==> src/rtl/sspg_pkg.sv <==
package sspg_pkg;

    localparam int CLOCK_W      = 29;
    localparam int USTEP_W      = 16;
    localparam int RPM_W        = 16;
    localparam int SPEED_W      = 15;
    localparam int STEPS_W      = 31;
    localparam int NUM_W        = 35;
    localparam int DEN_W        = 32;
    localparam int DIV_CNT_W    = $clog2(NUM_W);
    localparam int CFG_IDX_W    = 2;
    localparam int CFG_DATA_W   = 29;
    localparam int CMD_W        = 3;
    localparam int IN_DATA_W    = 48;
    localparam int OUT_DATA_W   = 24;

    localparam int PERIOD_WIDTH_DEF     = 32;
    localparam int STEP_COUNT_WIDTH_DEF = 32;

    localparam logic [CLOCK_W-1:0] CLOCK_HZ_RESET   = 29'd250000000;
    localparam logic [USTEP_W-1:0] MICROSTEPS_RESET = 16'd12800;

    localparam logic [CFG_IDX_W-1:0] CFG_CLOCK_HZ   = 2'd0;
    localparam logic [CFG_IDX_W-1:0] CFG_MICROSTEPS = 2'd1;

    typedef enum logic [CMD_W-1:0] {
        CMD_TICK       = 3'd0,
        CMD_MOVE_RPM   = 3'd1,
        CMD_MOVE_STEPS = 3'd2,
        CMD_STOP       = 3'd3,
        CMD_SET_RPM    = 3'd4
    } cmd_t;

    typedef enum logic [1:0] {
        ST_IDLE,
        ST_DIVIDE,
        ST_FINISH
    } state_t;

    typedef struct packed {
        logic accept;
        logic finish;
    } ctrl_cmd_t;

    typedef struct packed {
        logic needs_div;
        logic div_busy;
    } dp_status_t;

endpackage

==> src/rtl/sspg_div.sv <==
module sspg_div
(
    input  logic                          clk,
    input  logic                          rst_n,
    input  logic                          start,
    input  logic [sspg_pkg::NUM_W-1:0]    num,
    input  logic [sspg_pkg::DEN_W-1:0]    den,
    output logic                          busy,
    output logic [sspg_pkg::NUM_W-1:0]    quotient
);

    logic                              busy_reg, busy_next;
    logic [sspg_pkg::DIV_CNT_W-1:0]    cnt_reg, cnt_next;
    logic [sspg_pkg::DEN_W-1:0]        rem_reg, rem_next;
    logic [sspg_pkg::DEN_W-1:0]        den_reg, den_next;
    logic [sspg_pkg::NUM_W-1:0]        quo_reg, quo_next;
    logic [sspg_pkg::DEN_W:0]          trial;
    logic                              fits;

    assign trial = {rem_reg, quo_reg[sspg_pkg::NUM_W-1]};
    assign fits  = trial >= {1'b0, den_reg};

    always_comb
    begin
        busy_next = busy_reg;
        cnt_next  = cnt_reg;
        rem_next  = rem_reg;
        den_next  = den_reg;
        quo_next  = quo_reg;
        if (start)
        begin
            busy_next = 1'b1;
            cnt_next  = sspg_pkg::DIV_CNT_W'(sspg_pkg::NUM_W - 1);
            rem_next  = '0;
            den_next  = den;
            quo_next  = num;
        end
        else if (busy_reg)
        begin
            rem_next = fits ? sspg_pkg::DEN_W'(trial - {1'b0, den_reg})
                            : trial[sspg_pkg::DEN_W-1:0];
            quo_next = {quo_reg[sspg_pkg::NUM_W-2:0], fits};
            cnt_next = cnt_reg - 1'b1;
            if (cnt_reg == '0)
            begin
                busy_next = 1'b0;
            end
        end
    end

    always_ff @(posedge clk or negedge rst_n)
    begin
        if (!rst_n)
        begin
            busy_reg <= 1'b0;
            cnt_reg  <= '0;
        end
        else
        begin
            busy_reg <= busy_next;
            cnt_reg  <= cnt_next;
        end
    end

    always_ff @(posedge clk)
    begin
        rem_reg <= rem_next;
        den_reg <= den_next;
        quo_reg <= quo_next;
    end

    assign busy     = busy_reg;
    assign quotient = quo_reg;

endmodule

==> src/rtl/sspg_dp.sv <==
module sspg_dp
#(
    parameter int PERIOD_WIDTH     = sspg_pkg::PERIOD_WIDTH_DEF,
    parameter int STEP_COUNT_WIDTH = sspg_pkg::STEP_COUNT_WIDTH_DEF
)
(
    input  logic                               clk,
    input  logic                               rst_n,
    input  sspg_pkg::ctrl_cmd_t                cmd,
    output sspg_pkg::dp_status_t               status,
    input  logic [sspg_pkg::CMD_W-1:0]         s_tuser,
    input  logic [sspg_pkg::IN_DATA_W-1:0]     s_tdata,
    input  logic                               cfg_we,
    input  logic [sspg_pkg::CFG_IDX_W-1:0]     cfg_index,
    input  logic [sspg_pkg::CFG_DATA_W-1:0]    cfg_data,
    output logic [sspg_pkg::OUT_DATA_W-1:0]    m_tdata
);

    localparam int HALF_W = (STEP_COUNT_WIDTH > sspg_pkg::STEPS_W) ? STEP_COUNT_WIDTH
                                                                   : sspg_pkg::STEPS_W;
    localparam int QSAT_W = (PERIOD_WIDTH > sspg_pkg::NUM_W) ? PERIOD_WIDTH : sspg_pkg::NUM_W;

    sspg_pkg::cmd_t                       in_cmd;
    logic [sspg_pkg::RPM_W-1:0]           in_rpm;
    logic                                 in_cw;
    logic [sspg_pkg::STEPS_W-1:0]         in_steps;

    logic [sspg_pkg::CLOCK_W-1:0]         clock_hz_reg;
    logic [sspg_pkg::USTEP_W-1:0]         ustep_reg;

    logic [PERIOD_WIDTH-1:0]              tick_reg, tick_next;
    logic [PERIOD_WIDTH-1:0]              period_reg, period_next;
    logic [STEP_COUNT_WIDTH-1:0]          halves_reg, halves_next;
    logic                                 fixed_reg, fixed_next;
    logic                                 pulse_reg, pulse_next;
    logic                                 done_reg, done_next;
    logic                                 timer_reg, timer_next;
    logic                                 enabled_reg, enabled_next;
    logic                                 dir_reg, dir_next;
    logic [sspg_pkg::SPEED_W-1:0]         rpm_reg, rpm_next;

    logic                                 rpm_bad, steps_bad;
    logic                                 do_stop, do_start, do_tick;
    logic [sspg_pkg::SPEED_W-1:0]         speed;
    logic [sspg_pkg::USTEP_W-1:0]         ustep_eff;
    logic [sspg_pkg::DEN_W-2:0]           prod;
    logic [sspg_pkg::DEN_W-1:0]           den;
    logic [sspg_pkg::NUM_W-1:0]           num;
    logic [sspg_pkg::NUM_W-1:0]           quotient;
    logic                                 div_busy;
    logic [QSAT_W-1:0]                    q_ext, q_cap, q_sat;
    logic [HALF_W-1:0]                    h_ext, h_cap, h_sat;
    logic [PERIOD_WIDTH:0]                tick_inc;

    assign in_cmd   = sspg_pkg::cmd_t'(s_tuser);
    assign in_rpm   = s_tdata[15:0];
    assign in_cw    = s_tdata[16];
    assign in_steps = s_tdata[47:17];

    assign rpm_bad   = in_rpm[sspg_pkg::RPM_W-1] || (in_rpm == '0);
    assign steps_bad = in_steps[sspg_pkg::STEPS_W-1] || (in_steps == '0) || (rpm_reg == '0);

    always_comb
    begin
        status.div_busy  = div_busy;
        status.needs_div = 1'b0;
        case (in_cmd)
            sspg_pkg::CMD_MOVE_RPM:   status.needs_div = !rpm_bad;
            sspg_pkg::CMD_MOVE_STEPS: status.needs_div = !steps_bad;
            default:                  status.needs_div = 1'b0;
        endcase
    end

    assign do_start = cmd.accept && status.needs_div;
    assign do_tick  = cmd.accept && (in_cmd == sspg_pkg::CMD_TICK) && timer_reg;
    assign do_stop  = cmd.accept && ((in_cmd == sspg_pkg::CMD_STOP)
                    || ((in_cmd == sspg_pkg::CMD_MOVE_RPM) && rpm_bad)
                    || ((in_cmd == sspg_pkg::CMD_MOVE_STEPS) && steps_bad));

    // half-period = clock_hz*60 / (speed*microsteps*2)
    assign speed     = (in_cmd == sspg_pkg::CMD_MOVE_RPM) ? in_rpm[sspg_pkg::SPEED_W-1:0]
                                                          : rpm_reg;
    assign ustep_eff = (ustep_reg == '0) ? sspg_pkg::USTEP_W'(1) : ustep_reg;
    assign prod      = (sspg_pkg::DEN_W-1)'(speed) * (sspg_pkg::DEN_W-1)'(ustep_eff);
    assign den       = {prod, 1'b0};
    assign num       = (sspg_pkg::NUM_W'(clock_hz_reg) << 6) - (sspg_pkg::NUM_W'(clock_hz_reg) << 2);

    sspg_div u_div
    (
        .clk      (clk),
        .rst_n    (rst_n),
        .start    (do_start),
        .num      (num),
        .den      (den),
        .busy     (div_busy),
        .quotient (quotient)
    );

    assign q_ext = QSAT_W'(quotient);
    assign q_cap = QSAT_W'({PERIOD_WIDTH{1'b1}});
    always_comb
    begin
        if (q_ext == '0)
        begin
            q_sat = QSAT_W'(1);
        end
        else if (q_ext > q_cap)
        begin
            q_sat = q_cap;
        end
        else
        begin
            q_sat = q_ext;
        end
    end

    assign h_ext = HALF_W'({in_steps[sspg_pkg::STEPS_W-2:0], 1'b0});
    assign h_cap = HALF_W'({STEP_COUNT_WIDTH{1'b1}});
    assign h_sat = (h_ext > h_cap) ? h_cap : h_ext;

    assign tick_inc = {1'b0, tick_reg} + 1'b1;

    always_comb
    begin
        tick_next    = tick_reg;
        period_next  = period_reg;
        halves_next  = halves_reg;
        fixed_next   = fixed_reg;
        pulse_next   = pulse_reg;
        done_next    = done_reg;
        timer_next   = timer_reg;
        enabled_next = enabled_reg;
        dir_next     = dir_reg;
        rpm_next     = rpm_reg;

        if (do_tick)
        begin
            if (tick_inc >= {1'b0, period_reg})
            begin
                tick_next = '0;
                if (!pulse_reg)
                begin
                    pulse_next = 1'b1;
                end
                else
                begin
                    pulse_next = 1'b0;
                    if (fixed_reg)
                    begin
                        if (halves_reg <= STEP_COUNT_WIDTH'(2))
                        begin
                            halves_next = '0;
                            timer_next  = 1'b0;
                            fixed_next  = 1'b0;
                            done_next   = 1'b1;
                        end
                        else
                        begin
                            halves_next = halves_reg - STEP_COUNT_WIDTH'(2);
                        end
                    end
                end
            end
            else
            begin
                tick_next = tick_inc[PERIOD_WIDTH-1:0];
            end
        end

        if (do_stop)
        begin
            timer_next   = 1'b0;
            tick_next    = '0;
            pulse_next   = 1'b0;
            enabled_next = 1'b0;
            halves_next  = '0;
            fixed_next   = 1'b0;
            done_next    = 1'b0;
        end

        // period itself lands when the divider finishes
        if (do_start)
        begin
            dir_next     = in_cw;
            tick_next    = '0;
            timer_next   = 1'b1;
            enabled_next = 1'b1;
            done_next    = 1'b0;
            pulse_next   = 1'b0;
            if (in_cmd == sspg_pkg::CMD_MOVE_RPM)
            begin
                rpm_next    = in_rpm[sspg_pkg::SPEED_W-1:0];
                fixed_next  = 1'b0;
                halves_next = '0;
            end
            else
            begin
                fixed_next  = 1'b1;
                halves_next = h_sat[STEP_COUNT_WIDTH-1:0];
            end
        end

        if (cmd.accept && (in_cmd == sspg_pkg::CMD_SET_RPM) && !in_rpm[sspg_pkg::RPM_W-1])
        begin
            rpm_next = in_rpm[sspg_pkg::SPEED_W-1:0];
        end

        if (cmd.finish)
        begin
            period_next = q_sat[PERIOD_WIDTH-1:0];
        end
    end

    always_ff @(posedge clk or negedge rst_n)
    begin
        if (!rst_n)
        begin
            clock_hz_reg <= sspg_pkg::CLOCK_HZ_RESET;
            ustep_reg    <= sspg_pkg::MICROSTEPS_RESET;
            tick_reg     <= '0;
            period_reg   <= PERIOD_WIDTH'(1);
            halves_reg   <= '0;
            fixed_reg    <= 1'b0;
            pulse_reg    <= 1'b0;
            done_reg     <= 1'b0;
            timer_reg    <= 1'b0;
            enabled_reg  <= 1'b0;
            dir_reg      <= 1'b0;
            rpm_reg      <= '0;
        end
        else
        begin
            if (cfg_we && (cfg_index == sspg_pkg::CFG_CLOCK_HZ))
            begin
                clock_hz_reg <= cfg_data;
            end
            if (cfg_we && (cfg_index == sspg_pkg::CFG_MICROSTEPS))
            begin
                ustep_reg <= cfg_data[sspg_pkg::USTEP_W-1:0];
            end
            tick_reg    <= tick_next;
            period_reg  <= period_next;
            halves_reg  <= halves_next;
            fixed_reg   <= fixed_next;
            pulse_reg   <= pulse_next;
            done_reg    <= done_next;
            timer_reg   <= timer_next;
            enabled_reg <= enabled_next;
            dir_reg     <= dir_next;
            rpm_reg     <= rpm_next;
        end
    end

    assign m_tdata = {4'b0, rpm_reg, done_reg, timer_reg, !enabled_reg, dir_reg, pulse_reg};

    a_period_nonzero: assert property (@(posedge clk) disable iff (!rst_n)
        timer_reg |-> (period_reg != '0))
        else $error("timer running with zero half-period");

    a_done_stops_timer: assert property (@(posedge clk) disable iff (!rst_n)
        done_reg |-> !timer_reg)
        else $error("move complete while timer runs");

    a_fixed_needs_timer: assert property (@(posedge clk) disable iff (!rst_n)
        fixed_reg |-> timer_reg)
        else $error("fixed move without running timer");

    a_pulse_needs_enable: assert property (@(posedge clk) disable iff (!rst_n)
        pulse_reg |-> enabled_reg)
        else $error("step pulse high with driver disabled");

endmodule

==> src/rtl/sspg_ctrl.sv <==
module sspg_ctrl
(
    input  logic                   clk,
    input  logic                   rst_n,
    input  logic                   s_tvalid,
    output logic                   s_tready,
    output logic                   m_tvalid,
    input  logic                   m_tready,
    input  sspg_pkg::dp_status_t   status,
    output sspg_pkg::ctrl_cmd_t    cmd
);

    sspg_pkg::state_t state_reg, state_next;
    logic             m_valid_reg, m_valid_next;
    logic             out_space;

    assign out_space = !m_valid_reg || m_tready;

    always_comb
    begin
        state_next = state_reg;
        case (state_reg)
            sspg_pkg::ST_IDLE:
            begin
                if (s_tvalid && out_space && status.needs_div)
                begin
                    state_next = sspg_pkg::ST_DIVIDE;
                end
            end
            sspg_pkg::ST_DIVIDE:
            begin
                if (!status.div_busy)
                begin
                    state_next = sspg_pkg::ST_FINISH;
                end
            end
            sspg_pkg::ST_FINISH:
            begin
                if (out_space)
                begin
                    state_next = sspg_pkg::ST_IDLE;
                end
            end
            default:
            begin
                state_next = sspg_pkg::ST_IDLE;
            end
        endcase
    end

    always_comb
    begin
        s_tready   = 1'b0;
        cmd.accept = 1'b0;
        cmd.finish = 1'b0;
        case (state_reg)
            sspg_pkg::ST_IDLE:
            begin
                s_tready   = out_space;
                cmd.accept = s_tvalid && out_space;
            end
            sspg_pkg::ST_FINISH:
            begin
                cmd.finish = out_space;
            end
            default:
            begin
                s_tready = 1'b0;
            end
        endcase
        m_valid_next = (m_valid_reg && !m_tready)
                     || (cmd.accept && !status.needs_div)
                     || cmd.finish;
    end

    always_ff @(posedge clk or negedge rst_n)
    begin
        if (!rst_n)
        begin
            state_reg   <= sspg_pkg::ST_IDLE;
            m_valid_reg <= 1'b0;
        end
        else
        begin
            state_reg   <= state_next;
            m_valid_reg <= m_valid_next;
        end
    end

    assign m_tvalid = m_valid_reg;

    a_no_result_while_dividing: assert property (@(posedge clk) disable iff (!rst_n)
        (state_reg == sspg_pkg::ST_DIVIDE) |-> !m_valid_reg)
        else $error("result pending during division");

    a_finish_follows_divide: assert property (@(posedge clk) disable iff (!rst_n)
        (state_reg == sspg_pkg::ST_FINISH) |->
            ($past(state_reg) == sspg_pkg::ST_DIVIDE || $past(state_reg) == sspg_pkg::ST_FINISH))
        else $error("finish entered without division");

endmodule

==> src/rtl/stepper_step_pulse_generator_core.sv <==
// Step/direction pulse generator.
// Input stream s_*: one command per beat. s_tuser = cmd (tick, move at rpm,
// move steps, stop, set target rpm); s_tdata carries rpm, clockwise, step_count.
// Output stream m_*: exactly one beat per command, the output levels after it.
// Config channel cfg_*: index 0 clock_hz, 1 microsteps_per_rev; write only
// while idle. cfg_ready is always high.
// Tick, stop, set-rpm and rejected moves give their result the cycle
// after the beat; one such command per cycle while m_tready stays high.
// A move that starts runs the 35-step restoring divider for the half-period;
// its result follows the quotient, with one command in flight at a time.
// If m_tready is low, the pending result holds and s_tready drops until it is
// taken, so no beat is lost.
// Reset: timer stopped, step low, driver disabled, direction counterclockwise,
// target rpm 0, clock_hz 250000000, microsteps 12800.
module stepper_step_pulse_generator_core
#(
    parameter int PERIOD_WIDTH     = sspg_pkg::PERIOD_WIDTH_DEF,
    parameter int STEP_COUNT_WIDTH = sspg_pkg::STEP_COUNT_WIDTH_DEF
)
(
    input  logic                               clk,
    input  logic                               rst_n,
    input  logic                               s_tvalid,
    output logic                               s_tready,
    // [47:17] step_count, [16] clockwise, [15:0] rpm
    input  logic [sspg_pkg::IN_DATA_W-1:0]     s_tdata,
    // [2:0] cmd
    input  logic [sspg_pkg::CMD_W-1:0]         s_tuser,
    output logic                               m_tvalid,
    input  logic                               m_tready,
    // [0] step_level, [1] dir_level, [2] enable_n, [3] timer_active,
    // [4] move_complete, [19:5] target_rpm, [23:20] zero
    output logic [sspg_pkg::OUT_DATA_W-1:0]    m_tdata,
    input  logic                               cfg_valid,
    output logic                               cfg_ready,
    input  logic [sspg_pkg::CFG_IDX_W-1:0]     cfg_index,
    input  logic [sspg_pkg::CFG_DATA_W-1:0]    cfg_data
);

    sspg_pkg::ctrl_cmd_t  cmd;
    sspg_pkg::dp_status_t status;

    assign cfg_ready = 1'b1;

    sspg_ctrl u_ctrl
    (
        .clk      (clk),
        .rst_n    (rst_n),
        .s_tvalid (s_tvalid),
        .s_tready (s_tready),
        .m_tvalid (m_tvalid),
        .m_tready (m_tready),
        .status   (status),
        .cmd      (cmd)
    );

    sspg_dp
    #(
        .PERIOD_WIDTH     (PERIOD_WIDTH),
        .STEP_COUNT_WIDTH (STEP_COUNT_WIDTH)
    )
    u_dp
    (
        .clk       (clk),
        .rst_n     (rst_n),
        .cmd       (cmd),
        .status    (status),
        .s_tuser   (s_tuser),
        .s_tdata   (s_tdata),
        .cfg_we    (cfg_valid && cfg_ready),
        .cfg_index (cfg_index),
        .cfg_data  (cfg_data),
        .m_tdata   (m_tdata)
    );

endmodule
==> config.mk <==
export PLATFORM = sky130hd
export DESIGN_NAME = stepper_step_pulse_generator_core
export DESIGN_NICKNAME = d
export VERILOG_FILES = /design/src/rtl/sspg_pkg.sv /design/src/rtl/sspg_div.sv /design/src/rtl/sspg_dp.sv /design/src/rtl/sspg_ctrl.sv /design/src/rtl/stepper_step_pulse_generator_core.sv
export SDC_FILE = /design/constraint.sdc
export NUM_CORES = 1
export LEC_CHECK = 0
export CAP_MARGIN = 20
export CORE_MARGIN = 10
export CORE_UTILIZATION = 45
export CTS_BUF_LIST = sky130_fd_sc_hd__clkbuf_4 sky130_fd_sc_hd__clkbuf_8
export DETAILED_ROUTE_END_ITERATION = 16
export DONT_BUFFER_PORTS = 1
export REMOVE_ABC_BUFFERS = 1
export SLEW_MARGIN = 40
export SYNTH_ARGS = -nofsm -noshare
export SYNTH_HDL_FRONTEND = slang
export SYNTH_SLANG_ARGS = --single-unit
==> constraint.sdc <==
create_clock -name clk -period 7.2 [get_ports clk]
set_input_delay 1.44 -clock clk [delete_from_list [all_inputs] [get_ports clk]]
set_output_delay 1.44 -clock clk [all_outputs]
set_load 0.01 [all_outputs]
==> results, run 1 <==
- The post-layout net count is 3,205.
- The worst setup path is of the in -> reg kind.
- The number of global-route vias before repair is 19,600.
- The die is 252 um wide.
- The setup slack on the worst flop-to-flop path is 0.56 ns.
- For the pin with the worst max-slew slack, the measured transition is 0.800 ns.
- The floorplan step defined a die boundary enclosing 63,300 sq um.
- The final route contains 19,400 vias.
- The CTS tree is yes.
- CTS built an H-tree with a depth of 2.
- The total length of routed wires is between 60 and 70 mm.
- sky130_fd_sc_hd__dfrtp_1 takes more of the synthesized area than any other cell.
- The kind of end point of the critical path is a flop.
- For this design, the slowest cell found on the critical path is sky130_fd_sc_hd__fa_1.
- The post-route minimum period is 7.15 ns.
- In this run, CTS created clock tree buffers numbering 51.
- The via count normalized by instance count is 5.56.
- The synthesized-area fraction occupied by and/or/nand/nor cells is 0.169.
- The fraction of the mapped netlist area in compound gates is 0.157.
- The post-synthesis share of cell area spent on xor and xnor gates is 0.0377.
- The count of pins over their slew limit is 0.
- The register with the most flip-flops in the layout has 35 of them.
- The total setup violations reported at the end of the flow is 0.
- Of the synthesized area, sequential elements account for 0.287.
- Synthesis inferred around 270 register bits.
- The run finished with clean final reports.
- The final instance area is between 20,000 and 30,000 sq um.
- On the worst path, the slowest cell contributes a delay of 0.52 ns.
- The cell repeated most along the worst path is sky130_fd_sc_hd__fa_1.
- The placed cell area is 25,500 sq um.
- Across every metal layer, demand over resource in global routing totals 0.206.
- Measured on the finished design, the core utilization comes to 0.513.
- Of the cells placed in the final design, the portion with a size suffix greater than 1 is 0.146.
- The clock transition at the registers of the reported paths is 0.07 ns.
- After floorplanning, the core was divided into 84 placement rows.
- The pin count of the biggest net entering global routing is 172.
- The number of fillers in the final layout is 4,951.
- The post-cts hold buffer count is 0.
- Of the total synthesized cell area, the portion taken by full adders, half adders and majority gates is 0.247.
- The portion of synthesized area spent on multiplexers is 0.0242.
- After technology mapping, the gate count stands at approximately 2,700.
- The routability-driven placement congestion ratio is 0.872.
- In this run the cell area of the synthesized design comes to 24,100 sq um.
- The endpoint arrival time on the critical path is 7.50 ns.
- The clock passes through at most 3 buffers.
- The first detailed-routing pass took 5 iterations.
- Based on the critical path, the design can be clocked at up to 140 MHz.
- The synthesis-to-layout area growth is 12.2%.
- The wire length per cell after detailed routing is 18.7 um.
- The number of remaining DRC errors is 0.
- Global routing finished with a remaining overflow of 0.
- The period utilization is 0.993.
- The top-area cell type share of the netlist area is 0.160.
- The number of antenna violations at the first check in global routing is 7.
- The warning count from the yosys run is 0.
- The worst setup path is launched from a primary input.
- Yosys mapped a number of flops with a built-in enable equal to 66.
- The initial utilization of the core area, before any placement, comes to 0.457.
- The main combinational cell family by area after synthesis is adder cells.
- Hold timing on the final database bottoms out at a slack of 0.479 ns.
- At the worst endpoint, the required time is 7.55 ns.
- The post-detailed-route count of antenna-violating nets is 0.
- The headroom to the max-slew limit is 0.465.
- The fraction of registers with async set/reset is 0.636.
- The unique cell type count in the Yosys netlist is about 90.
- Along the worst path, the maximum fanout reaches 9.
- The count of port buffers added during placement is 0.
- The number of endpoints with negative hold slack in the final report was 0.
- Once detailed placement completed, the half-perimeter wirelength came to 49.8 mm.
- The die is between 200 and 300 um tall.
- The accumulated negative setup slack is 0 ns.
- The clock root buffer master is sky130_fd_sc_hd__clkbuf_8.
- After synthesis, the mean cell area works out to 9.04 sq um.
- The max-cap violation count is 0.
- The worst clock skew is 0.0283 ns.
- Among all flip-flop cells after synthesis, the most frequent one is sky130_fd_sc_hd__dfrtp_1.
- The insertion delay to the later sink of the worst-skew pair is 0.63 ns.
- The number of violations reported at the end of detailed-routing iteration 0 is 1,254.
- In this run the worst hold path is classified as reg -> reg.
- The first global-routing pass estimated 107 mm of wire.
- After synthesis, the cell types taking the most area are sky130_fd_sc_hd__dfrtp_1, sky130_fd_sc_hd__fa_1, sky130_fd_sc_hd__ha_1.
- The number of sinks on the clock net is 269.
- For this design the top-level I/O count stands at 114.
- Setup repair after global routing could not meet its margin everywhere.
- The placeable core region is 52,900 sq um.
layer usage:
layer,track usage,wire [um],vias to the layer above
li1,-,-,9235
met1,0.289,30500,9482
met4,0.0526,1360,2
met3,0.0453,4710,103
met5,0,14,-
met2,0.316,28700,542
layout make-up:
type | instances | area, sq um | share of cell area
Clock buffer | 82 | 1030 | 0.0379
Tap cell | 688 | 861 | 0.0318
Inverter | 355 | 1340 | 0.0493
Multi-Input combinational cell | 1934 | 15800 | 0.582
Clock inverter | 12 | 71.3 | 0.00263
Timing Repair Buffer | 138 | 1110 | 0.0411
Antenna cell | 3 | 7.51 | 0.000277
Sequential cell | 269 | 6920 | 0.255
cells in the mapped netlist, drive strengths merged, types with 42 or more instances:
master and count:
dfrtp 154, ha 188, nand2 285, nor2 130
nor2b 102, o21ai 173, and2 61, mux2 44
fa 181, inv 354, a21oi 137, a31oi 42
a21o 47, xnor2 65, clkbuf 82, edfxtp 66
nor3 51
worst max-delay path: cells and delay by family:
kind / cells / cell delay (ns)
muxes: 1 / 0.32
adders and majority gates: 7 / 2.95
and+or+nand+nor: 4 / 0.73
AOI/OAI and AO/OA: 6 / 1.18
xor gates and xnor gates: 1 / 0.06
buffers and inverters: 7 / 0.80
path summary, 6_finish.rpt:
check                                       start                      to  cells after the start
max reg2reg                     u_dp.ustep_reg[3]  u_dp.u_div.den_reg[30]                     24
min reg2reg                u_dp.u_div.rem_reg[22]  u_dp.u_div.rem_reg[23]                      2
max in group asynchronous                   rst_n         u_dp.rpm_reg[0]                      0
min in group asynchronous                   rst_n            u_dp.dir_reg                      0
max                                    s_tuser[2]  u_dp.u_div.den_reg[30]                     26
min                        u_dp.u_div.rem_reg[22]  u_dp.u_div.rem_reg[23]                      2
timing repair:
item	in CTS	in global routing
gates resized for setup	11	81
buffers inserted	6	10
setup endpoints to repair	5	11
pin swaps	7	83
placed cells by master, fill, tap and decap left out, types with 60 or more instances in the layout:
| cell type | netlist | layout |
|---|---|---|
| sky130_fd_sc_hd__a21oi_1 | 136 | 129 |
| sky130_fd_sc_hd__xnor2_1 | 65 | 64 |
| sky130_fd_sc_hd__inv_1 | 354 | 342 |
| sky130_fd_sc_hd__nand2_1 | 284 | 276 |
| sky130_fd_sc_hd__o21ai_0 | 141 | 137 |
| sky130_fd_sc_hd__fa_1 | 181 | 175 |
| sky130_fd_sc_hd__edfxtp_1 | 66 | 66 |
| sky130_fd_sc_hd__nor2b_1 | 102 | 101 |
| sky130_fd_sc_hd__clkbuf_8 | 0 | 66 |
| sky130_fd_sc_hd__dfrtp_1 | 154 | 153 |
| sky130_fd_sc_hd__nor2_1 | 129 | 127 |
| sky130_fd_sc_hd__and2_1 | 61 | 60 |
| sky130_fd_sc_hd__buf_4 | 12 | 126 |
| sky130_fd_sc_hd__ha_1 | 188 | 175 |
stage by stage:
| step | worst slack [ns] | instances |
|---|---|---|
| 6_report | 0.0478 | 3481 |
| 5_1_grt | -0.169 | 3479 |
| 4_1_cts | 0.00381 | 3469 |
| 3_5_place_dp | -0.816 | 3369 |
| 3_3_place_gp | -0.782 | 3368 |
| 2_1_floorplan | -2.15 | 2558 |
cell families (layout without fill, tap and decap cells):
group                      after synthesis  count (layout)
other                                    2               8
DFF                                    269             269
adders and majority gates              369             369
and+or+nand+nor                        807             807
xor gates and xnor gates               104             104
AOI/OAI and AO/OA                      596             596
buffers and inverters                  472             587
muxes                                   53              53
Power of run 1 is left out: the tool's default activity adds up to more than one toggle a clock period on the data nets, which glitch-free logic cannot reach.
==> inputs of run 2 (changes only) <==
Settings changed: CTS_BUF_LIST sky130_fd_sc_hd__clkbuf_4 sky130_fd_sc_hd__clkbuf_8 to sky130_fd_sc_hd__clkbuf_2 sky130_fd_sc_hd__clkbuf_4 sky130_fd_sc_hd__clkbuf_8.
Clock period 7.2 ns to 6.45 ns, I/O delays scaled along.
==> run 2 against run 1 <==
  * The flow now finishes with violations (setup timing)
  * Register-to-register slack lost 0.57 ns
  * Sequential share of layout area shrank 0.49 points
  * Critical path type unchanged
  * Count of clock-buffer cells in the layout shrank 7
  * Critical endpoint is now u_dp.u_div.den_reg[18]
  * Flip-flop and latch count is the same
==> results, run 2 (synthesis results as in run 1) <==
- Run status: finished, violations left (was finished clean).
- The checks that failed: setup timing.
- The met3 capacity usage during global routing is 0.0543 (was 0.0453).
- The number of global-route vias before repair is 19,600 (about the same).
- The number of endpoints with negative hold slack in the final report is 0 (unchanged).
- The via count normalized by instance count is 5.51 (was 5.56).
- The full die area was 63,300 sq um (unchanged).
- The post-detailed-route count of antenna-violating nets is 0 (unchanged).
- The endpoint required time on the critical path was 6.82 ns (was 7.55 ns).
- The met2 global-route usage is 0.318 (was 0.316).
- Counting I/O delays and the setup requirement, the final critical path takes about 7 ns.
- The number of top-level pins is 114 (unchanged).
- The number of remaining DRC errors is 0 (unchanged).
- The critical path's largest stage delay is 0.54 ns (was 0.52 ns).
- The cell repeated most along the worst path is sky130_fd_sc_hd__fa_1 (unchanged).
- The number of buffers created by CTS came to 49 (was 51).
- The horizontal die dimension is 252 um (unchanged).
- The insertion delay to the later sink of the worst-skew pair is 0.64 ns (was 0.63 ns).
- Derived from the worst setup path, the maximum achievable clock frequency is 144 MHz.
- The launch point of the worst reg-to-reg path is u_dp.ustep_reg[4] (was u_dp.ustep_reg[3]).
- The number of fillers in the final layout was 4,820 (was 4,951).
- The global routing usage on met1 is 0.285 (was 0.289).
- The clock transition at the registers of the reported paths was 0.07 ns (about the same).
- The number of standard-cell rows in the floorplan is 84 (unchanged).
- The most used routing layer is met2 (unchanged).
- The measured slew at the worst slew-check pin is 0.842 ns (was 0.800 ns).
- The total length of routed wires came to 65.9 mm (was 65.2 mm).
- The sum of overflow across all layers after global routing is 0 (unchanged).
- The endpoint arrival time on the critical path is 7.31 ns (was 7.50 ns).
- The placeable core region is 52,900 sq um (unchanged).
- The half-perimeter wire length after placement is 50.5 mm (was 49.8 mm).
- The accumulated negative setup slack is -5.28 ns (was 0 ns).
- The post-cts hold buffer count was 0 (unchanged).
- The vertical die dimension came to 252 um (unchanged).
- The flip-flop count of the largest register, all copies and words added is 35 (unchanged).
- The CTS tree was yes (unchanged).
- The wire length per cell after detailed routing came to 18.7 um (about the same).
- The worst clock skew came to 0.0428 ns (was 0.0283 ns).
- The fraction of layout instances using a drive strength above 1 is 0.169 (was 0.146).
- The period utilization is 1.08.
- The leading cell type in the layout, fill and taps excluded is sky130_fd_sc_hd__inv_1 (unchanged).
- The end of the worst register-to-register path is u_dp.u_div.den_reg[18] (was u_dp.u_div.den_reg[30]).
- The headroom to the max-slew limit is 0.437 (was 0.465).
- The number of antenna violations at the first check in global routing is 12 (was 7).
- The number of violations reported at the end of detailed-routing iteration 0 is 1,260 (was 1,254).
- The class of the tightest hold or removal check is in -> async (was reg -> reg).
- The post-placement setup slack is -1.50 ns (was -0.816 ns).
- The number of vias after detailed routing is 19,500 (was 19,400).
- The smallest setup slack after layout is -0.486 ns (was 0.0478 ns).
- The kind of end point of the critical path is a flop (unchanged).
- The critical path startpoint category is a primary input (unchanged).
- The number of detailed-routing iterations run before antenna repair is 5 (unchanged).
- The slowest library cell on the worst path is sky130_fd_sc_hd__fa_1 (unchanged).
- The synthesis-to-layout area growth is 14.4% (was 12.2%).
- The largest fanout of any net on the critical path was 8 (was 9).
- The total routing resource utilization after global routing is 0.207 (was 0.206).
- The category of the critical setup timing path is in -> reg (unchanged).
- The cell depth of the worst flop-to-flop path was 26 (was 24).
- The number of sinks on the clock net was 269 (unchanged).
- The count of pins over their slew limit is 0 (unchanged).
- The initial core utilization came to 0.457 (unchanged).
- The total setup violations reported at the end of the flow is 18 (was 0).
- The count of port buffers added during placement is 0 (unchanged).
- The deepest clock path buffer count is 3 (unchanged).
- The H-tree depth is 2 (unchanged).
- Unrepaired setup endpoints after global routing: yes (unchanged).
- The pin count of the biggest net entering global routing is 172 (unchanged).
- The global-route wire length before repair is 107 mm (about the same).
- The final hold slack is 0.340 ns (was 0.479 ns).
- The post-layout net count came to 3,254 (was 3,205).
- The routability-driven placement congestion ratio is 0.889 (was 0.872).
- The setup slack on the worst flop-to-flop path came to -0.01 ns (was 0.56 ns).
- Top library cells by usage in the layout, fill and taps aside: sky130_fd_sc_hd__inv_1, sky130_fd_sc_hd__nand2_1, sky130_fd_sc_hd__ha_1 (was sky130_fd_sc_hd__inv_1, sky130_fd_sc_hd__nand2_1, sky130_fd_sc_hd__fa_1, sky130_fd_sc_hd__ha_1, sky130_fd_sc_hd__dfrtp_1).
- The max-cap violation count came to 0 (unchanged).
- The clock root buffer master is sky130_fd_sc_hd__clkbuf_8 (unchanged).
-- run 2: cell types whose count changed in the layout (fill, tap and decap cells not counted), moves of 4 or more --
cell | previous run | this run
sky130_fd_sc_hd__buf_4 | 126 | 164
sky130_fd_sc_hd__buf_6 | 7 | 22
sky130_fd_sc_hd__nor2b_1 | 101 | 94
sky130_fd_sc_hd__inv_1 | 342 | 336
sky130_fd_sc_hd__inv_2 | 12 | 18
sky130_fd_sc_hd__clkbuf_8 | 66 | 61
sky130_fd_sc_hd__nand2_1 | 276 | 281
sky130_fd_sc_hd__nand2_2 | 8 | 3
sky130_fd_sc_hd__nor2b_4 | 0 | 4
-- run 2: through the flow --
stage | cell area [sq um] | std cells | util
after detailed placement | 25700 | 3396 | 0.486
after floorplan | 23600 | 2558 | -
final | 27600 | 3533 | 0.523
after global placement | 25700 | 3395 | 0.485
after global routing | 27600 | 3530 | 0.523
after CTS | 27300 | 3511 | 0.517
-- run 2: routing by layer --
| metal | vias up | part of all wire |
|---|---|---|
| met5 | - | 0.00086 |
| met4 | 10 | 0.020 |
| met3 | 94 | 0.078 |
| met2 | 517 | 0.44 |
| met1 | 9527 | 0.46 |
| li1 | 9331 | - |
-- run 2: worst max-delay path by stage --
| stage | start | endpoint | depth (start not counted) |
|---|---|---|---|
| 6_report | s_tuser[1] | u_dp.u_div.den_reg[18] | 28 |
| 5_1_grt | s_tuser[1] | u_dp.u_div.den_reg[30] | 26 |
| 4_1_cts | s_tuser[2] | u_dp.u_div.den_reg[30] | 28 |
| 3_5_place_dp | s_tuser[1] | u_dp.u_div.den_reg[31] | 27 |
| 3_3_place_gp | s_tuser[1] | u_dp.u_div.den_reg[31] | 27 |
| 2_1_floorplan | s_tuser[1] | u_dp.u_div.den_reg[31] | 25 |
-- run 2: worst max-delay path: cells and delay by family --
kind	cells	cell delay, ns
AOI/OAI and AO/OA	6	1.03
xor gates and xnor gates	1	0.06
adders and majority gates	7	3.28
buffers and inverters	10	0.93
muxes	1	0.24
and+or+nand+nor	3	0.46
-- run 2: timing repair --
item                                    4_1_cts  5_1_grt
endpoints found under the setup margin       17       19
hold endpoints to repair                      0        0
gates resized for setup                      82       53
cloned                                        2        0
buffers inserted                             24       21
pin swaps                                    80       79
-- run 2: final cells by class --
| class | instances | area (sq um) | share of cell area |
|---|---|---|---|
| multi-input cells | 1935 | 15900 | 0.575 |
| flip-flops and latches | 269 | 6920 | 0.251 |
| repair buffers | 188 | 1520 | 0.0550 |
| inverters | 355 | 1340 | 0.0483 |
| clock buffers | 75 | 945 | 0.0342 |
| well taps | 688 | 861 | 0.0311 |
| clock inverters | 17 | 135 | 0.00489 |
| diodes | 6 | 15.0 | 0.000543 |
Power of run 2 is left out for the same reason.
==> inputs of run 3 (changes only) <==
--- a/config.mk
+++ b/config.mk
@@ -6,4 +6,5 @@
 export NUM_CORES = 1
 export LEC_CHECK = 0
+export ABC_AREA = 1
 export CAP_MARGIN = 20
 export CORE_MARGIN = 10
@@ -13,5 +14,5 @@
 export DONT_BUFFER_PORTS = 1
 export REMOVE_ABC_BUFFERS = 1
-export SLEW_MARGIN = 40
+export SLEW_MARGIN = 20
 export SYNTH_ARGS = -nofsm -noshare
 export SYNTH_HDL_FRONTEND = slang
==> constraint.sdc (replaced) <==
create_clock -name clk -period 6.45 [get_ports clk]
set_input_delay 0.3225 -clock clk [delete_from_list [all_inputs] [get_ports clk]]
set_output_delay 0.3225 -clock clk [all_outputs]
set_load 0.01 [all_outputs]
==> run 3 against run 2 <==
  * The flow now finishes without violations
  * Via count increased by 15%
  * Flip-flop and latch count unchanged
  * Routed wire length increased by 12%
  * Non-clock buffer count increased by 15
  * Critical path type is now reg -> reg
==> results, run 3 <==
- The post-synthesis cell count is 3,373 (was 2,672).
- The headroom to the max-slew limit came to 0.344 (was 0.437).
- The initial core utilization came to 0.453 (was 0.457).
- The total setup violations reported at the end of the flow is 0 (was 18).
- The number of vias after detailed routing is 22,500 (was 19,500).
- Top library cells by usage in the layout, fill and taps aside: sky130_fd_sc_hd__nand2_1, sky130_fd_sc_hd__inv_1, sky130_fd_sc_hd__nor2_1 (was sky130_fd_sc_hd__inv_1, sky130_fd_sc_hd__nand2_1, sky130_fd_sc_hd__ha_1).
- The clock root buffer master is sky130_fd_sc_hd__clkbuf_8 (unchanged).
- The share of synthesized area occupied by flip-flops and latches is 0.272 (was 0.287).
- The number of enable-type register cells in the synthesized netlist is 66 (unchanged).
- The global-route wire length before repair is 120 mm (was 107 mm).
- The synthesis-to-layout area growth came to 12.9% (was 14.4%).
- The via count normalized by instance count is 5.21 (was 5.51).
- The critical path startpoint category is a flop (was primary input).
- The number of sinks on the clock net was 269 (unchanged).
- The total of flip-flops plus latches after synthesis came to 269 (unchanged).
- The leading cell type in the layout, fill and taps excluded is sky130_fd_sc_hd__nand2_1 (was sky130_fd_sc_hd__inv_1).
- Unrepaired setup endpoints after global routing: no (was yes).
- The half-perimeter wire length after placement came to 58.3 mm (was 50.5 mm).
- The kind of end point of the critical path is a flop (unchanged).
- The unique cell type count in the Yosys netlist is 59 (was 91).
- The end-of-flow core utilization is 0.511 (was 0.523).
- The full die area came to 66,400 sq um (was 63,300 sq um).
- The total routing resource utilization after global routing is 0.222 (was 0.207).
- The signal on the critical path passes through or2_2 -> o21ai_0 -> buf_4 -> buf_4 -> nor2_1 -> fa_1 -> fa_1 -> fa_1 -> fa_1 -> fa_1 -> inv_1 -> fa_1 -> inv_1 -> ha_1 -> a21oi_1 -> inv_1 -> a21oi_2 -> o21ai_0 -> a21oi_1 -> o21ai_1 -> buf_4 -> xor2_1.
- The predominant post-synthesis flop cell is sky130_fd_sc_hd__dfrtp_1 (unchanged).
- The slowest library cell on the worst path is sky130_fd_sc_hd__fa_1 (unchanged).
- The category of cells accounting for the largest share of critical-path delay is adder cells (unchanged).
- The number of endpoints with negative hold slack in the final report came to 0 (unchanged).
- The measured slew at the worst slew-check pin is 0.980 ns (was 0.842 ns).
- The critical path's largest stage delay was 0.55 ns (was 0.54 ns).
- The number of antenna violations at the first check in global routing is 2 (was 12).
- The count of buffer and inverter cells on the critical path is 6 (was 10).
- The placed cell area is 26,800 sq um (was 25,700 sq um).
- The register area is 6930 sq um (was 6920 sq um).
- The number of fillers in the final layout is 5,569 (was 4,820).
- The H-tree depth was 2 (unchanged).
- The cell repeated most along the worst path is sky130_fd_sc_hd__fa_1 (unchanged).
- The clock transition at the registers of the reported paths is 0.06 ns (was 0.07 ns).
- The wire length per cell after detailed routing came to 17.2 um (was 18.7 um).
- The placeable core region is 56,200 sq um (was 52,900 sq um).
- The fraction of registers with async set/reset was 0.636 (unchanged).
- The deepest clock path buffer count is 3 (unchanged).
- The horizontal die dimension is 258 um (was 252 um).
- The number of global-route vias before repair is 22,500 (was 19,600).
- The CTS tree is yes (unchanged).
- The average size of a mapped cell was 7.54 sq um (was 9.04 sq um).
- The largest fanout of any net on the critical path is 6 (was 8).
- The count of pins over their slew limit is 0 (unchanged).
- The warning count from the yosys run is 0 (unchanged).
- The sum of overflow across all layers after global routing is 0 (unchanged).
- The number of remaining DRC errors is 0 (unchanged).
- The vertical die dimension is 258 um (was 252 um).
- The endpoint arrival time on the critical path is 6.52 ns (was 7.31 ns).
- The max-cap violation count is 0 (unchanged).
- The most frequently used cell type in the post-synthesis netlist is sky130_fd_sc_hd__nand2_1 (was sky130_fd_sc_hd__inv_1).
- The routability-driven placement congestion ratio is 0.965 (was 0.889).
- The number of buffers created by CTS is 49 (unchanged).
- The fraction of layout instances using a drive strength above 1 is 0.0857 (was 0.169).
- The flip-flop count of the largest register, all copies and words added is 35 (unchanged).
- The period utilization is 0.955 (was 1.08).
- The endpoint required time on the critical path is 6.81 ns (was 6.82 ns).
- The multi-input gate area in the final layout is 15,800 sq um (was 15,900 sq um).
- The top-area cell type share of the netlist area is 0.151 (was 0.160).
- The insertion delay to the later sink of the worst-skew pair is 0.64 ns (about the same).
- The library cell occupying the most area in the post-synthesis netlist is sky130_fd_sc_hd__dfrtp_1 (unchanged).
- The number of detailed-routing iterations run before antenna repair is 8 (was 5).
- The class of the tightest hold or removal check is in -> reg (was in -> async).
- The total length of routed wires is 74.1 mm (was 65.9 mm).
- The count of port buffers added during placement came to 0 (unchanged).
- The category of the critical setup timing path is reg -> reg (was in -> reg).
- The final instance area is 28,700 sq um (was 27,600 sq um).
- The highest clock rate was 162 MHz (was 144 MHz).
- Most instantiated cells after synthesis: sky130_fd_sc_hd__nand2_1, sky130_fd_sc_hd__inv_1, sky130_fd_sc_hd__nor2_1 (was sky130_fd_sc_hd__inv_1, sky130_fd_sc_hd__nand2_1, sky130_fd_sc_hd__ha_1).
- The post-detailed-route count of antenna-violating nets is 0 (unchanged).
- The number of standard-cell rows in the floorplan is 87 (was 84).
- The number of top-level pins came to 114 (unchanged).
- The post-layout net count is 3,975 (was 3,254).
- The post-synthesis instance area is 25,400 sq um (was 24,100 sq um).
- The number of violations reported at the end of detailed-routing iteration 0 was 1,763 (was 1,260).
- The post-route minimum period was 6.16 ns (was 6.94 ns).
- The worst clock skew is 0.0453 ns (was 0.0428 ns).
- Run status: finished clean (was finished, violations left).
- Cell types occupying the most area after synthesis: sky130_fd_sc_hd__dfrtp_1, sky130_fd_sc_hd__fa_1, sky130_fd_sc_hd__nand2_1 (was sky130_fd_sc_hd__dfrtp_1, sky130_fd_sc_hd__fa_1, sky130_fd_sc_hd__ha_1).
- The pin count of the biggest net entering global routing is 172 (unchanged).
[run 3: cell count changes after synthesis, moves of 23 or more]
cell / change
sky130_fd_sc_hd__xnor2_1: -23
sky130_fd_sc_hd__inv_1: +224
sky130_fd_sc_hd__a21o_1: -35
sky130_fd_sc_hd__nor2_1: +265
sky130_fd_sc_hd__a31oi_1: -29
sky130_fd_sc_hd__xor2_1: +44
sky130_fd_sc_hd__mux2_2: -44
sky130_fd_sc_hd__and2_1: -58
sky130_fd_sc_hd__o21ai_0: +80
sky130_fd_sc_hd__nand2_1: +459
sky130_fd_sc_hd__clkbuf_1: -27
sky130_fd_sc_hd__nor2b_1: -102
sky130_fd_sc_hd__nand3_1: +107
[run 3: layout make-up]
cell class | instances | area share
inverter | 589 | 0.0772
multi-input combinational | 2407 | 0.551
antenna | 1 | 0.0000871
sequential | 269 | 0.241
clock buffer | 74 | 0.0320
timing repair buffer | 203 | 0.0617
tap | 756 | 0.0329
clock inverter | 18 | 0.00401
[run 3: final timing paths]
| path | from | end | slack (ns) | cells after the start |
|---|---|---|---|---|
| max in group asynchronous | rst_n | u_dp.rpm_reg[13] | 5.26 | 2 |
| worst min-delay path | s_tuser[2] | u_dp.rpm_reg[1] | 0.05 | 2 |
| min in group asynchronous | rst_n | u_ctrl.m_tvalid | 0.38 | 2 |
| worst min register to register | u_dp.u_div.rem_reg[3] | u_dp.u_div.rem_reg[3] | 0.47 | 2 |
| worst max-delay path | u_dp.rpm_reg[13] | u_dp.u_div.den_reg[27] | 0.29 | 22 |
| worst max register to register | u_dp.rpm_reg[13] | u_dp.u_div.den_reg[27] | 0.29 | 22 |
[run 3: cells by family (layout without fill, tap and decap cells)]
logic type,Yosys count,after routing,synth area share
xor gates and xnor gates,125,125,0.0430
adders and majority gates,369,369,0.235
muxes,2,2,0.000787
DFF,269,269,0.272
buffers and inverters,700,884,0.108
AOI/OAI and AO/OA,484,484,0.108
other,2,6,0.000295
and+or+nand+nor,1422,1422,0.233
[run 3: timing repair]
action,4_1_cts,5_1_grt
setup endpoints to repair,0,10
buffers inserted,0,4
hold buffers,79,0
endpoints found under the hold margin,264,0
resized for setup,0,26
[run 3: layer usage]
metal | global-route usage | wire, um | vias to the layer above
li1 | - | - | 11000
met1 | 0.310 | 33800 | 10600
met2 | 0.342 | 32200 | 773
met3 | 0.0498 | 6690 | 93
met4 | 0.0552 | 1450 | 0
met5 | 0 | 0 | -
[run 3: metrics by stage]
step / hold WS, ns / worst slack (ns) / setup TNS [ns] / instances
floorplan: 0.0269 / -0.0615 / -0.0653 / 3265
global placement: 0.0454 / -0.0223 / -0.0380 / 4141
detailed placement: 0.0467 / -0.111 / -0.202 / 4141
CTS: 0.0162 / 0.0857 / 0 / 4312
global route: 0.0443 / 0.0188 / 0 / 4317
finish: 0.0463 / 0.291 / 0 / 4317
Power of run 3 is left out for the same reason.
